$ cat src/rtl/sttu_pkg.sv
// Shared types, constants and keyword tables for the source text tokenizer.
// Used by every module of the tokenizer; depends on nothing.
package sttu_pkg;

   localparam int OffsetBits  = 16;
   localparam int LenBits     = 16;
   localparam int NumKeywords = 11;
   localparam int FifoDepth   = 4;
   localparam int FifoPtrBits = $clog2(FifoDepth);

   localparam logic [NumKeywords-1:0] KwAll = '1;

   // Keywords stored right-aligned: the first character sits in the top used byte.
   localparam logic [39:0] KwText [NumKeywords] = '{
      "ana", "tam", "metin", "dizi", "nesne", "metot",
      "kes", "devam", "yeni", "bu", "enum"
   };
   localparam logic [2:0] KwLen [NumKeywords] = '{
      3'd3, 3'd3, 3'd5, 3'd4, 3'd5, 3'd5, 3'd3, 3'd5, 3'd4, 3'd2, 3'd4
   };

   localparam logic [7:0] ChTab      = 8'h09;
   localparam logic [7:0] ChNewline  = 8'h0A;
   localparam logic [7:0] ChCr       = 8'h0D;
   localparam logic [7:0] ChSpace    = 8'h20;
   localparam logic [7:0] ChBang     = 8'h21;
   localparam logic [7:0] ChDquote   = 8'h22;
   localparam logic [7:0] ChPercent  = 8'h25;
   localparam logic [7:0] ChAmp      = 8'h26;
   localparam logic [7:0] ChSquote   = 8'h27;
   localparam logic [7:0] ChLparen   = 8'h28;
   localparam logic [7:0] ChRparen   = 8'h29;
   localparam logic [7:0] ChStar     = 8'h2A;
   localparam logic [7:0] ChPlus     = 8'h2B;
   localparam logic [7:0] ChComma    = 8'h2C;
   localparam logic [7:0] ChMinus    = 8'h2D;
   localparam logic [7:0] ChDot      = 8'h2E;
   localparam logic [7:0] ChSlash    = 8'h2F;
   localparam logic [7:0] ChZero     = 8'h30;
   localparam logic [7:0] ChNine     = 8'h39;
   localparam logic [7:0] ChSemi     = 8'h3B;
   localparam logic [7:0] ChLess     = 8'h3C;
   localparam logic [7:0] ChEqual    = 8'h3D;
   localparam logic [7:0] ChGreater  = 8'h3E;
   localparam logic [7:0] ChUpperA   = 8'h41;
   localparam logic [7:0] ChUpperZ   = 8'h5A;
   localparam logic [7:0] ChLbrack   = 8'h5B;
   localparam logic [7:0] ChRbrack   = 8'h5D;
   localparam logic [7:0] ChUnder    = 8'h5F;
   localparam logic [7:0] ChLowerA   = 8'h61;
   localparam logic [7:0] ChLowerZ   = 8'h7A;
   localparam logic [7:0] ChLbrace   = 8'h7B;
   localparam logic [7:0] ChBar      = 8'h7C;
   localparam logic [7:0] ChRbrace   = 8'h7D;

   typedef enum logic [2:0] {
      ModeIdle    = 3'd0,
      ModeNumber  = 3'd1,
      ModeString  = 3'd2,
      ModeIdent   = 3'd3,
      ModeComment = 3'd4,
      ModeOper    = 3'd5,
      ModeSlash   = 3'd6
   } scan_mode_type;

   typedef enum logic [4:0] {
      KindNumber    = 5'd0,
      KindString    = 5'd1,
      KindKeyword   = 5'd2,
      KindIdent     = 5'd3,
      KindComment   = 5'd4,
      KindOperRun   = 5'd5,
      KindAddAssign = 5'd6,
      KindSubAssign = 5'd7,
      KindMulAssign = 5'd8,
      KindDivAssign = 5'd9,
      KindModAssign = 5'd10,
      KindIncr      = 5'd11,
      KindDecr      = 5'd12,
      KindLogAnd    = 5'd13,
      KindLogOr     = 5'd14,
      KindEq        = 5'd15,
      KindNe        = 5'd16,
      KindLe        = 5'd17,
      KindGe        = 5'd18,
      KindAssign    = 5'd19,
      KindAnd       = 5'd20,
      KindOr        = 5'd21,
      KindShl       = 5'd22,
      KindShr       = 5'd23,
      KindBracket   = 5'd24,
      KindComma     = 5'd25,
      KindSemicolon = 5'd26,
      KindDot       = 5'd27,
      KindError     = 5'd28
   } token_kind_type;

   typedef struct packed {
      token_kind_type       kind;
      logic [15:0]          start;
      logic [LenBits-1:0]   length;
      logic                 unterminated;
      logic                 run_last;
   } token_type;

   // Up to two tokens leave the scanner for one text byte.
   typedef struct packed {
      logic [1:0] count;
      token_type  first;
      token_type  second;
   } scan_out_type;

endpackage

$ cat src/rtl/sttu_scan.sv
// Tokenizer scanner: scan state registers and the per-byte classification logic.
// Depends on sttu_pkg for the token types, character codes and keyword table.
module sttu_scan
   import sttu_pkg::*;
(
   input  logic         clock,
   input  logic         reset,
   input  logic         fire,
   input  logic [7:0]   text_byte,
   input  logic         end_of_text,
   output scan_out_type scan_out
);

   scan_mode_type            mode_ff, mode_in;
   logic                     quote_dbl_ff, quote_dbl_in;
   logic [OffsetBits-1:0]    offset_ff, offset_in;
   logic [OffsetBits-1:0]    begin_ff, begin_in;
   logic [LenBits-1:0]       len_ff, len_in;
   logic [15:0]              head_ff, head_in;
   logic [NumKeywords-1:0]   alive_ff, alive_in;

   logic      go_start;
   logic      close_v, single_v, eot_v;
   token_type close_t, single_t, eot_t;
   logic [7:0] c;

   function automatic logic is_space(input logic [7:0] ch);
      return ch == ChSpace || (ch >= ChTab && ch <= ChCr);
   endfunction

   function automatic logic is_digit(input logic [7:0] ch);
      return ch >= ChZero && ch <= ChNine;
   endfunction

   function automatic logic is_alpha(input logic [7:0] ch);
      return (ch >= ChLowerA && ch <= ChLowerZ) || (ch >= ChUpperA && ch <= ChUpperZ);
   endfunction

   function automatic logic is_word(input logic [7:0] ch);
      return is_alpha(ch) || is_digit(ch) || ch == ChUnder;
   endfunction

   function automatic logic is_op(input logic [7:0] ch);
      return ch == ChPlus || ch == ChMinus || ch == ChStar || ch == ChSlash ||
             ch == ChPercent || ch == ChEqual || ch == ChAmp || ch == ChBar ||
             ch == ChLess || ch == ChGreater || ch == ChBang;
   endfunction

   function automatic logic is_bracket(input logic [7:0] ch);
      return ch == ChLparen || ch == ChRparen || ch == ChLbrace ||
             ch == ChRbrace || ch == ChLbrack || ch == ChRbrack;
   endfunction

   function automatic logic [LenBits-1:0] sat_inc(input logic [LenBits-1:0] v);
      return (v == '1) ? v : v + 1'b1;
   endfunction

   function automatic logic [15:0] to_start(input logic [OffsetBits-1:0] v);
      logic [31:0] w;
      w = 32'(v);
      return w[15:0];
   endfunction

   function automatic token_type make_token(input token_kind_type kind,
                                            input logic [OffsetBits-1:0] start,
                                            input logic [LenBits-1:0] length,
                                            input logic unterminated);
      token_type t;
      t.kind         = kind;
      t.start        = to_start(start);
      t.length       = length;
      t.unterminated = unterminated;
      t.run_last     = 1'b0;
      return t;
   endfunction

   // Every keyword still alive compares its character at the current position.
   function automatic logic [NumKeywords-1:0] kw_next(input logic [NumKeywords-1:0] alive,
                                                      input logic [LenBits-1:0] len,
                                                      input logic [7:0] ch);
      logic [NumKeywords-1:0] nxt;
      int sh;
      nxt = '0;
      for (int k = 0; k < NumKeywords; k++) begin
         if (alive[k] && len < LenBits'(KwLen[k])) begin
            sh = 8 * (int'(KwLen[k]) - 1 - int'(len[2:0]));
            if (KwText[k][sh +: 8] == ch) begin
               nxt[k] = 1'b1;
            end
         end
      end
      return nxt;
   endfunction

   function automatic token_kind_type ident_kind(input logic [NumKeywords-1:0] alive,
                                                 input logic [LenBits-1:0] len);
      logic hit;
      hit = 1'b0;
      for (int k = 0; k < NumKeywords; k++) begin
         if (alive[k] && len == LenBits'(KwLen[k])) begin
            hit = 1'b1;
         end
      end
      return hit ? KindKeyword : KindIdent;
   endfunction

   function automatic token_kind_type oper_kind(input logic [15:0] head,
                                                input logic [LenBits-1:0] len);
      logic [7:0] a;
      logic [7:0] b;
      token_kind_type kind;
      a = head[7:0];
      b = head[15:8];
      kind = KindOperRun;
      if (len == LenBits'(1)) begin
         priority if (a == ChEqual) kind = KindAssign;
         else if (a == ChAmp)       kind = KindAnd;
         else if (a == ChBar)       kind = KindOr;
         else                       kind = KindOperRun;
      end else if (len == LenBits'(2)) begin
         if (b == ChEqual) begin
            priority if (a == ChPlus)  kind = KindAddAssign;
            else if (a == ChMinus)     kind = KindSubAssign;
            else if (a == ChStar)      kind = KindMulAssign;
            else if (a == ChSlash)     kind = KindDivAssign;
            else if (a == ChPercent)   kind = KindModAssign;
            else if (a == ChEqual)     kind = KindEq;
            else if (a == ChBang)      kind = KindNe;
            else if (a == ChLess)      kind = KindLe;
            else if (a == ChGreater)   kind = KindGe;
            else                       kind = KindOperRun;
         end else if (a == b) begin
            priority if (a == ChPlus)  kind = KindIncr;
            else if (a == ChMinus)     kind = KindDecr;
            else if (a == ChAmp)       kind = KindLogAnd;
            else if (a == ChBar)       kind = KindLogOr;
            else if (a == ChLess)      kind = KindShl;
            else if (a == ChGreater)   kind = KindShr;
            else                       kind = KindOperRun;
         end
      end
      return kind;
   endfunction

   assign c = text_byte;

   always_comb begin
      mode_in      = mode_ff;
      quote_dbl_in = quote_dbl_ff;
      offset_in    = offset_ff;
      begin_in     = begin_ff;
      len_in       = len_ff;
      head_in      = head_ff;
      alive_in     = alive_ff;
      go_start     = 1'b0;
      close_v      = 1'b0;
      single_v     = 1'b0;
      eot_v        = 1'b0;
      close_t      = make_token(KindError, '0, '0, 1'b0);
      single_t     = close_t;
      eot_t        = close_t;

      // The open token either grows by this byte or closes before it.
      unique case (mode_ff)
         ModeNumber: begin
            if (is_digit(c) || c == ChDot) begin
               len_in = sat_inc(len_ff);
            end else begin
               close_v  = 1'b1;
               close_t  = make_token(KindNumber, begin_ff, len_ff, 1'b0);
               go_start = 1'b1;
            end
         end
         ModeIdent: begin
            if (is_word(c)) begin
               alive_in = kw_next(alive_ff, len_ff, c);
               len_in   = sat_inc(len_ff);
            end else begin
               close_v  = 1'b1;
               close_t  = make_token(ident_kind(alive_ff, len_ff), begin_ff, len_ff, 1'b0);
               go_start = 1'b1;
            end
         end
         ModeSlash: begin
            if (c == ChSlash) begin
               mode_in = ModeComment;
               len_in  = LenBits'(2);
            end else if (is_op(c)) begin
               mode_in = ModeOper;
               head_in = {c, ChSlash};
               len_in  = LenBits'(2);
            end else begin
               // A lone slash is an operator run of one byte with no listed form.
               close_v  = 1'b1;
               close_t  = make_token(KindOperRun, begin_ff, LenBits'(1), 1'b0);
               go_start = 1'b1;
            end
         end
         ModeOper: begin
            if (is_op(c)) begin
               if (len_ff == LenBits'(1)) begin
                  head_in = {c, head_ff[7:0]};
               end
               len_in = sat_inc(len_ff);
            end else begin
               close_v  = 1'b1;
               close_t  = make_token(oper_kind(head_ff, len_ff), begin_ff, len_ff, 1'b0);
               go_start = 1'b1;
            end
         end
         ModeString: begin
            if (c == (quote_dbl_ff ? ChDquote : ChSquote)) begin
               close_v = 1'b1;
               close_t = make_token(KindString, begin_ff, len_ff, 1'b0);
               mode_in = ModeIdle;
            end else begin
               len_in = sat_inc(len_ff);
            end
         end
         ModeComment: begin
            if (c == ChNewline) begin
               close_v = 1'b1;
               close_t = make_token(KindComment, begin_ff, len_ff, 1'b0);
               mode_in = ModeIdle;
            end else begin
               len_in = sat_inc(len_ff);
            end
         end
         default: begin
            go_start = 1'b1;
         end
      endcase

      // The byte opens a new token, or is a token of one byte by itself.
      if (go_start) begin
         mode_in = ModeIdle;
         if (!is_space(c)) begin
            begin_in = offset_ff;
            len_in   = LenBits'(1);
            priority if (is_digit(c)) begin
               mode_in = ModeNumber;
            end else if (c == ChDquote || c == ChSquote) begin
               mode_in      = ModeString;
               quote_dbl_in = (c == ChDquote);
               begin_in     = offset_ff + 1'b1;
               len_in       = '0;
            end else if (is_alpha(c)) begin
               mode_in  = ModeIdent;
               alive_in = kw_next(KwAll, '0, c);
            end else if (c == ChSlash) begin
               mode_in = ModeSlash;
            end else if (is_op(c)) begin
               mode_in = ModeOper;
               head_in = {8'h00, c};
            end else if (is_bracket(c)) begin
               single_v = 1'b1;
               single_t = make_token(KindBracket, offset_ff, LenBits'(1), 1'b0);
            end else if (c == ChComma) begin
               single_v = 1'b1;
               single_t = make_token(KindComma, offset_ff, LenBits'(1), 1'b0);
            end else if (c == ChSemi) begin
               single_v = 1'b1;
               single_t = make_token(KindSemicolon, offset_ff, LenBits'(1), 1'b0);
            end else if (c == ChDot) begin
               single_v = 1'b1;
               single_t = make_token(KindDot, offset_ff, LenBits'(1), 1'b0);
            end else begin
               single_v = 1'b1;
               single_t = make_token(KindError, offset_ff, LenBits'(1), 1'b0);
            end
         end
      end

      // End of text closes whatever is still open and returns to the reset state.
      if (end_of_text) begin
         unique case (mode_in)
            ModeNumber: begin
               eot_v = 1'b1;
               eot_t = make_token(KindNumber, begin_in, len_in, 1'b0);
            end
            ModeString: begin
               eot_v = 1'b1;
               eot_t = make_token(KindString, begin_in, len_in, 1'b1);
            end
            ModeIdent: begin
               eot_v = 1'b1;
               eot_t = make_token(ident_kind(alive_in, len_in), begin_in, len_in, 1'b0);
            end
            ModeComment: begin
               eot_v = 1'b1;
               eot_t = make_token(KindComment, begin_in, len_in, 1'b0);
            end
            ModeOper: begin
               eot_v = 1'b1;
               eot_t = make_token(oper_kind(head_in, len_in), begin_in, len_in, 1'b0);
            end
            ModeSlash: begin
               eot_v = 1'b1;
               eot_t = make_token(KindOperRun, begin_in, LenBits'(1), 1'b0);
            end
            default: begin
               eot_v = 1'b0;
            end
         endcase
         mode_in      = ModeIdle;
         quote_dbl_in = 1'b0;
         offset_in    = '0;
         begin_in     = '0;
         len_in       = '0;
         head_in      = '0;
         alive_in     = KwAll;
      end else begin
         offset_in = offset_ff + 1'b1;
      end
   end

   // A byte opening a single-byte token never leaves a token open, so at most
   // one of the late emissions is present.
   always_comb begin
      scan_out.first  = close_v ? close_t : (single_v ? single_t : eot_t);
      scan_out.second = single_v ? single_t : eot_t;
      if (!fire) begin
         scan_out.count = 2'd0;
      end else begin
         scan_out.count = 2'(close_v) + 2'(single_v | eot_v);
      end
      if (close_v && (single_v || eot_v)) begin
         scan_out.second.run_last = 1'b1;
      end else begin
         scan_out.first.run_last = 1'b1;
      end
   end

   always_ff @(posedge clock) begin
      if (reset) begin
         mode_ff      <= ModeIdle;
         quote_dbl_ff <= 1'b0;
         offset_ff    <= '0;
         begin_ff     <= '0;
         len_ff       <= '0;
         head_ff      <= '0;
         alive_ff     <= KwAll;
      end else if (fire) begin
         mode_ff      <= mode_in;
         quote_dbl_ff <= quote_dbl_in;
         offset_ff    <= offset_in;
         begin_ff     <= begin_in;
         len_ff       <= len_in;
         head_ff      <= head_in;
         alive_ff     <= alive_in;
      end
   end

   a_eot_returns_to_start: assert property (@(posedge clock) disable iff (reset)
      fire && end_of_text |=> mode_ff == ModeIdle && offset_ff == '0 && len_ff == '0)
      else $error("scanner state not cleared after end of text");

   a_offset_holds_when_idle: assert property (@(posedge clock) disable iff (reset)
      !fire |=> $stable(offset_ff) && $stable(mode_ff))
      else $error("scanner state moved without a byte");

   a_last_marks_final: assert property (@(posedge clock) disable iff (reset)
      scan_out.count == 2'd2 |-> scan_out.second.run_last && !scan_out.first.run_last)
      else $error("run_last not on the final token of a byte");

   a_no_tokens_mid_string: assert property (@(posedge clock) disable iff (reset)
      fire && mode_ff == ModeString && !end_of_text && c != ChDquote && c != ChSquote
      |-> scan_out.count == 2'd0)
      else $error("token emitted inside an open string");

endmodule

$ cat src/rtl/sttu_out_fifo.sv
// Result queue of the tokenizer: takes up to two tokens a cycle, hands out one while out_stall is low.
// Depends on sttu_pkg for the token type and queue depth.
module sttu_out_fifo
   import sttu_pkg::*;
(
   input  logic         clock,
   input  logic         reset,
   input  scan_out_type push_data,
   output logic         room_for_two,
   output logic         out_valid,
   input  logic         out_stall,
   output token_type    out_token
);

   token_type                 entry_ff [FifoDepth];
   logic [FifoPtrBits-1:0]    wr_ptr_ff, wr_ptr_in;
   logic [FifoPtrBits-1:0]    rd_ptr_ff, rd_ptr_in;
   logic [FifoPtrBits:0]      count_ff, count_in;
   logic [FifoPtrBits-1:0]    wr_ptr_next;
   logic                      pop;

   assign out_valid    = count_ff != '0;
   assign out_token    = entry_ff[rd_ptr_ff];
   assign room_for_two = count_ff <= (FifoPtrBits+1)'(FifoDepth - 2);
   assign pop          = out_valid && !out_stall;
   assign wr_ptr_next  = wr_ptr_ff + 1'b1;

   always_comb begin
      wr_ptr_in = wr_ptr_ff + FifoPtrBits'(push_data.count);
      rd_ptr_in = rd_ptr_ff + FifoPtrBits'(pop);
      count_in  = count_ff + (FifoPtrBits+1)'(push_data.count) - (FifoPtrBits+1)'(pop);
   end

   always_ff @(posedge clock) begin
      if (reset) begin
         wr_ptr_ff <= '0;
         rd_ptr_ff <= '0;
         count_ff  <= '0;
      end else begin
         wr_ptr_ff <= wr_ptr_in;
         rd_ptr_ff <= rd_ptr_in;
         count_ff  <= count_in;
      end
   end

   always_ff @(posedge clock) begin
      if (push_data.count != 2'd0) begin
         entry_ff[wr_ptr_ff] <= push_data.first;
      end
      if (push_data.count == 2'd2) begin
         entry_ff[wr_ptr_next] <= push_data.second;
      end
   end

   a_count_bounded: assert property (@(posedge clock) disable iff (reset)
      count_ff <= (FifoPtrBits+1)'(FifoDepth))
      else $error("result queue count beyond depth");

   a_push_has_room: assert property (@(posedge clock) disable iff (reset)
      push_data.count != 2'd0 |-> room_for_two)
      else $error("push into a result queue without room");

   a_pop_only_drains: assert property (@(posedge clock) disable iff (reset)
      pop && push_data.count == 2'd0 |=> count_ff == $past(count_ff) - 1'b1)
      else $error("result queue count wrong after a pop");

endmodule

$ cat src/rtl/source_text_tokenizer_unit.sv
// Top level of the streaming source text tokenizer: input register, scanner, result queue.
// Depends on sttu_pkg, sttu_scan and sttu_out_fifo.
//
//   Channel   Direction  Handshake              Payload
//   req_      in         req_valid / req_stall  text_byte, end_of_text
//   rsp_      out        rsp_valid / rsp_stall  token_kind, token_start, token_length,
//                                               unterminated, run_last
//
// One text byte is taken per cycle while req_stall is low; it is registered, then its tokens pass through the queue.
// A byte that closes one token and opens a single-byte one yields two transactions,
// which leave one per cycle from a four-entry queue; input stalls while more than
// two results wait. Reset is synchronous and returns the scanner to offset zero.
// The result side may stall for any length of time without loss.
module source_text_tokenizer_unit
   import sttu_pkg::*;
(
   input  logic        clock,
   input  logic        reset,
   input  logic        req_valid,
   output logic        req_stall,
   input  logic [7:0]  req_text_byte,
   input  logic        req_end_of_text,
   output logic        rsp_valid,
   input  logic        rsp_stall,
   output logic [4:0]  rsp_token_kind,
   output logic [15:0] rsp_token_start,
   output logic [15:0] rsp_token_length,
   output logic        rsp_unterminated,
   output logic        rsp_run_last
);

   logic         in_valid_ff;
   logic [7:0]   in_byte_ff;
   logic         in_eot_ff;
   logic         room_for_two;
   logic         fire;
   scan_out_type scan_out;
   token_type    out_token;

   assign fire      = in_valid_ff && room_for_two;
   assign req_stall = in_valid_ff && !room_for_two;

   always_ff @(posedge clock) begin
      if (reset) begin
         in_valid_ff <= 1'b0;
      end else if (!req_stall) begin
         in_valid_ff <= req_valid;
      end
   end

   always_ff @(posedge clock) begin
      if (req_valid && !req_stall) begin
         in_byte_ff <= req_text_byte;
         in_eot_ff  <= req_end_of_text;
      end
   end

   sttu_scan u_scan (
      .clock       (clock),
      .reset       (reset),
      .fire        (fire),
      .text_byte   (in_byte_ff),
      .end_of_text (in_eot_ff),
      .scan_out    (scan_out)
   );

   sttu_out_fifo u_out_fifo (
      .clock        (clock),
      .reset        (reset),
      .push_data    (scan_out),
      .room_for_two (room_for_two),
      .out_valid    (rsp_valid),
      .out_stall    (rsp_stall),
      .out_token    (out_token)
   );

   assign rsp_token_kind   = out_token.kind;
   assign rsp_token_start  = out_token.start;
   assign rsp_token_length = out_token.length;
   assign rsp_unterminated = out_token.unterminated;
   assign rsp_run_last     = out_token.run_last;

endmodule
$ cat config.mk
export PLATFORM = sky130hd
export DESIGN_NAME = source_text_tokenizer_unit
export DESIGN_NICKNAME = d
export VERILOG_FILES = /design/src/rtl/sttu_pkg.sv /design/src/rtl/sttu_scan.sv /design/src/rtl/sttu_out_fifo.sv /design/src/rtl/source_text_tokenizer_unit.sv
export SDC_FILE = /design/constraint.sdc
export NUM_CORES = 1
export LEC_CHECK = 0
export BUFFER_PORTS_ARGS = -buffer_cell sky130_fd_sc_hd__buf_4
export CAP_MARGIN = 30
export CORE_ASPECT_RATIO = 2
export CORE_UTILIZATION = 50
export DETAILED_ROUTE_END_ITERATION = 16
export PLACE_DENSITY_LB_ADDON = 0.2
export SETUP_SLACK_MARGIN = 0.05
export SLEW_MARGIN = 20
export SYNTH_ARGS = -nofsm -noshare
export SYNTH_HDL_FRONTEND = slang
export SYNTH_SLANG_ARGS = --single-unit
$ cat constraint.sdc
create_clock -name clock -period 17 [get_ports clock]
set_input_delay 1.7 -clock clock [delete_from_list [all_inputs] [get_ports clock]]
set_output_delay 1.7 -clock clock [all_outputs]
set_load 0.1 [all_outputs]
==> impl_metrics.py <==
metrics = {
    "run_status": {
        "outcome": "complete, no violations",
    },
    "finish": {
        "final_cells": 2180,
        "nNetsFinal": 1765,
        "drive_gt1_share_pct": 15.5,
        "antenna_cells_inserted": 0,
        "synthToLayoutAreaGrowth_pct": 9.46,
        "fillCellCount": 2968,
    },
    "clock_tree": {
        "worst_setup_hold_path_clk_slew_ns": 0.06,
        "clkLatencyLatePin_ns": 0.55,
        "cts.htree.levels": 1,
        "cts_root_buffer": "clkbuf_16",
        "cts_sink_count": 252,
        "cts_hold_buffers": 0,
        "tritoncts_buffers": 24,
        "clk_path_buf_depth": 3,
        "postCtsResizedCells": 0,
        "postCtsSetupBuffers": 0,
        "clock_tree_from_tritoncts": "built",
    },
    "min_path": {
        "class_of_the_most_critical_hold_timing_path": "flip-flop to flip-flop",
        "hold_depth": 2,
    },
    "sta": {
        "fin_worst_skew_ns": 0.0172,
        "fin_crit_ns": 5.30,
        "total_negative_slack_for_setup_checks_ns": 0,
        "fmax_mhz": 189,
        "finalSetupViolCount": 0,
        "grt_setup_unrepaired": "false",
        "slew_headroom_pct": 37.3,
        "final_hold_viol_count": 0,
        "tightestPinTransition_ns": 0.933,
        "final_min_period_over_clock_period_pct": 31.2,
        "drv_slew": 0,
    },
    "placed_design": {
        "hpwl_um": 36800,
        "place.gp.congestion": 0.985,
        "post_placement_cell_count": 2136,
        "place.port_buffers": 53,
    },
    "global_routing": {
        "first_pass_grt_wire_length_um": 81500,
        "grt_pass1_vias": 14379,
        "grt_antenna_before_repair": 1,
        "grt_remaining_overflow": 0,
        "grt.total_usage_pct": 32.0,
        "grt_max_degree": 71,
    },
    "power": {
        "swShare_pct": 39.4,
        "power.share.combinational_pct": 35.8,
        "internal_power_mw": 1.21,
        "powerDensity_nw_per_um2": 111,
        "vdd.ir_drop.worst_mv": 0.0925,
        "power.net_switching_uw": 788,
        "power.share.sequential_pct": 34.9,
        "p_leak_nw": 6.82,
        "clock_power_share_pct": 29.3,
    },
    "critical_path": {
        "criticalPathCategory": "flip-flop to flip-flop",
        "worst-r2r-setup-slack_ns": 11.70,
        "critical_path.cell_chain": "buf_4 > or4_4 > o221ai_4 > nand4b_1 > nand3_1 > a311oi_1 > a21oi_1 > o31ai_2 > nand2_1 > ha_1 > nand2_1 > or3_1 > nand2_1 > buf_8 > mux2_2",
        "reg2regPathDepth": 15,
        "critical_path.n_buffers_inverters": 2,
        "critical_path.max_fanout": 43,
        "worstSetupPathDepth": 15,
        "slowest_stage": "or4_4",
        "critical_path.top_delay_family": "simple AND/OR/NAND/NOR gates",
        "crit_required_ns": 17.29,
        "crit_path_frequent_cell": "nand2_1",
        "critical_path.endpoint_type": "flip-flop",
        "cp-start-kind": "flip-flop",
        "critPathArrivalTime_ns": 5.59,
        "max_stage_delay_ns": 0.62,
    },
    "yosys": {
        "synth.avg_cell_area_um2": 9.38,
        "synthFlopType": "edfxtp_1",
        "post_synth_edffs": 165,
        "synth.top_cell.area_share_pct": 30.1,
        "post-synth-top-count-cell": "nor2_1",
        "synth.yosys.warnings": 0,
        "synthesis.nets": 1787,
        "synth_commonest_cells": "nor2_1 (226), edfxtp_1 (165), nand2_1 (139)",
        "yosysTopAreaCell": "edfxtp_1",
        "synth-seq-cells": 252,
        "ys_seq_area_share_pct": 40.7,
        "synthArstFlopShare_pct": 0,
        "yosysUniqueCellTypes": 95,
        "synth_top_cells_by_area": "edfxtp_1 (30%), dfxtp_1 (11%), mux4_2 (5.3%)",
        "synth.cell_area_um2": 16500,
        "synthCells": 1757,
    },
    "detailed_routing": {
        "routed_wirelength_um": 52600,
        "ant_nets": 0,
        "drc": 0,
        "route.detailed.vias_per_inst": 6.57,
        "vias": 14323,
        "drtPass1Iterations": 5,
        "post_drt_wl_per_cell_um": 24.1,
        "drt_iter0_drc": 1015,
    },
    "die": {
        "floorplan.core_area_um2": 32300,
        "design.die.area_um2": 33700,
        "floorplan.die.height_um": 259,
        "rows": 93,
        "floorplan.initialDensity_pct": 50.9,
        "floorplan.io_pins": 54,
        "fp.dieW_um": 130,
    },
    "run": {
        "drv.max_cap_violation_count": 0,
    },
}
-- through the flow --
step	total power, mW	hold slack, ns	instance area, µm²	utilization, %	setup slack, ns
detailed placement	1.43	0.498	17200	53.1	11.77
global placement	1.42	0.497	17100	53.0	11.58
floorplan	1.27	0.470	16500	-	10.10
finish	2.00	0.528	18000	55.7	11.70
CTS	2.01	0.522	18000	55.7	11.75
global route	2.07	0.555	18000	55.7	11.27
-- registers in the layout (all words and copies together) (netlist names) --
| name | count |
|---|---|
| u_scan.offset_ff | 16 |
| u_out_fifo.rd_ptr_ff | 2 |
| u_scan.len_ff | 16 |
| in_eot_ff | 1 |
| u_out_fifo.wr_ptr_ff | 2 |
| in_valid_ff | 1 |
| u_scan.alive_ff | 11 |
| u_out_fifo.count_ff | 3 |
| u_out_fifo.entry_ff | 156 |
| u_scan.mode_ff | 3 |
| u_scan.head_ff | 16 |
| u_scan.quote_dbl_ff | 1 |
| in_byte_ff | 8 |
| u_scan.begin_ff | 16 |
-- final timing paths --
kind | startpoint | to
worst max-delay path | in_byte_ff[3] | u_out_fifo.entry_ff[3][31]
worst min-delay path | u_scan.alive_ff[6] | u_scan.alive_ff[6]
worst max register to register | in_byte_ff[3] | u_out_fifo.entry_ff[3][31]
worst min register to register | u_scan.alive_ff[6] | u_scan.alive_ff[6]
-- kinds of logic after synthesis --
family,share of synthesized area [%]
xor gates and xnor gates,3.30
adders and majority gates,1.34
buffers and inverters,3.75
muxes,10.4
DFF,40.7
and+or+nand+nor,20.6
AOI/OAI and AO/OA,19.9
-- layer usage --
layer	vias up	share of wire [%]	global-route usage, %	wire, µm
li1	6570	-	-	-
met1	6970	36	35.0	18900
met2	575	52	57.0	27200
met3	206	5.0	3.16	2610
met4	2	7.4	21.9	3890
met5	-	0.036	0	19
-- area by class of cell --
type                    count  area [µm²]  share of cell area [%]
flip-flops and latches    252        6700                    37.1
clock inverters            12         176                   0.978
inverters                  21        78.8                   0.437
multi-input cells        1348        9200                    51.0
clock buffers              32         672                    3.73
well taps                 427         534                    2.96
repair buffers             88         676                    3.75
-- tightest hold or removal path, delay by kind of cell, from the launching register on --
kind / cells / cell delay, ns
and+or+nand+nor: 1 / 0.06
DFF: 1 / 0.35
AOI/OAI and AO/OA: 1 / 0.09
-- power by group through the flow --
stage	clock [mW]	sequential (mW)	combinational, mW
floorplan	0	0.705	0.565
global placement	0	0.710	0.715
detailed placement	0	0.712	0.719
CTS	0.594	0.698	0.720
global route	0.614	0.701	0.754
finish	0.586	0.698	0.718
-- layout by cell type, fill, tap and decap left out, types with 15 or more instances in the layout --
cell	Yosys	layout
a21o_1	65	65
a21oi_1	108	108
a22oi_1	36	36
and3_1	25	25
buf_4	0	86
clkbuf_16	0	25
dfxtp_1	87	85
edfxtp_1	165	165
ha_1	16	16
inv_1	20	20
mux2_2	57	57
mux2i_1	20	20
mux4_2	39	39
nand2_1	139	139
nand2b_1	26	26
nand3_1	29	29
nand4_1	26	26
nor2_1	226	223
nor2b_1	29	29
nor3_1	41	39
nor4_1	16	16
o21ai_0	94	94
o22ai_1	20	20
or3_1	15	15
xnor2_1	34	34
xor2_1	28	28
(Power assumes the default switching activity.)
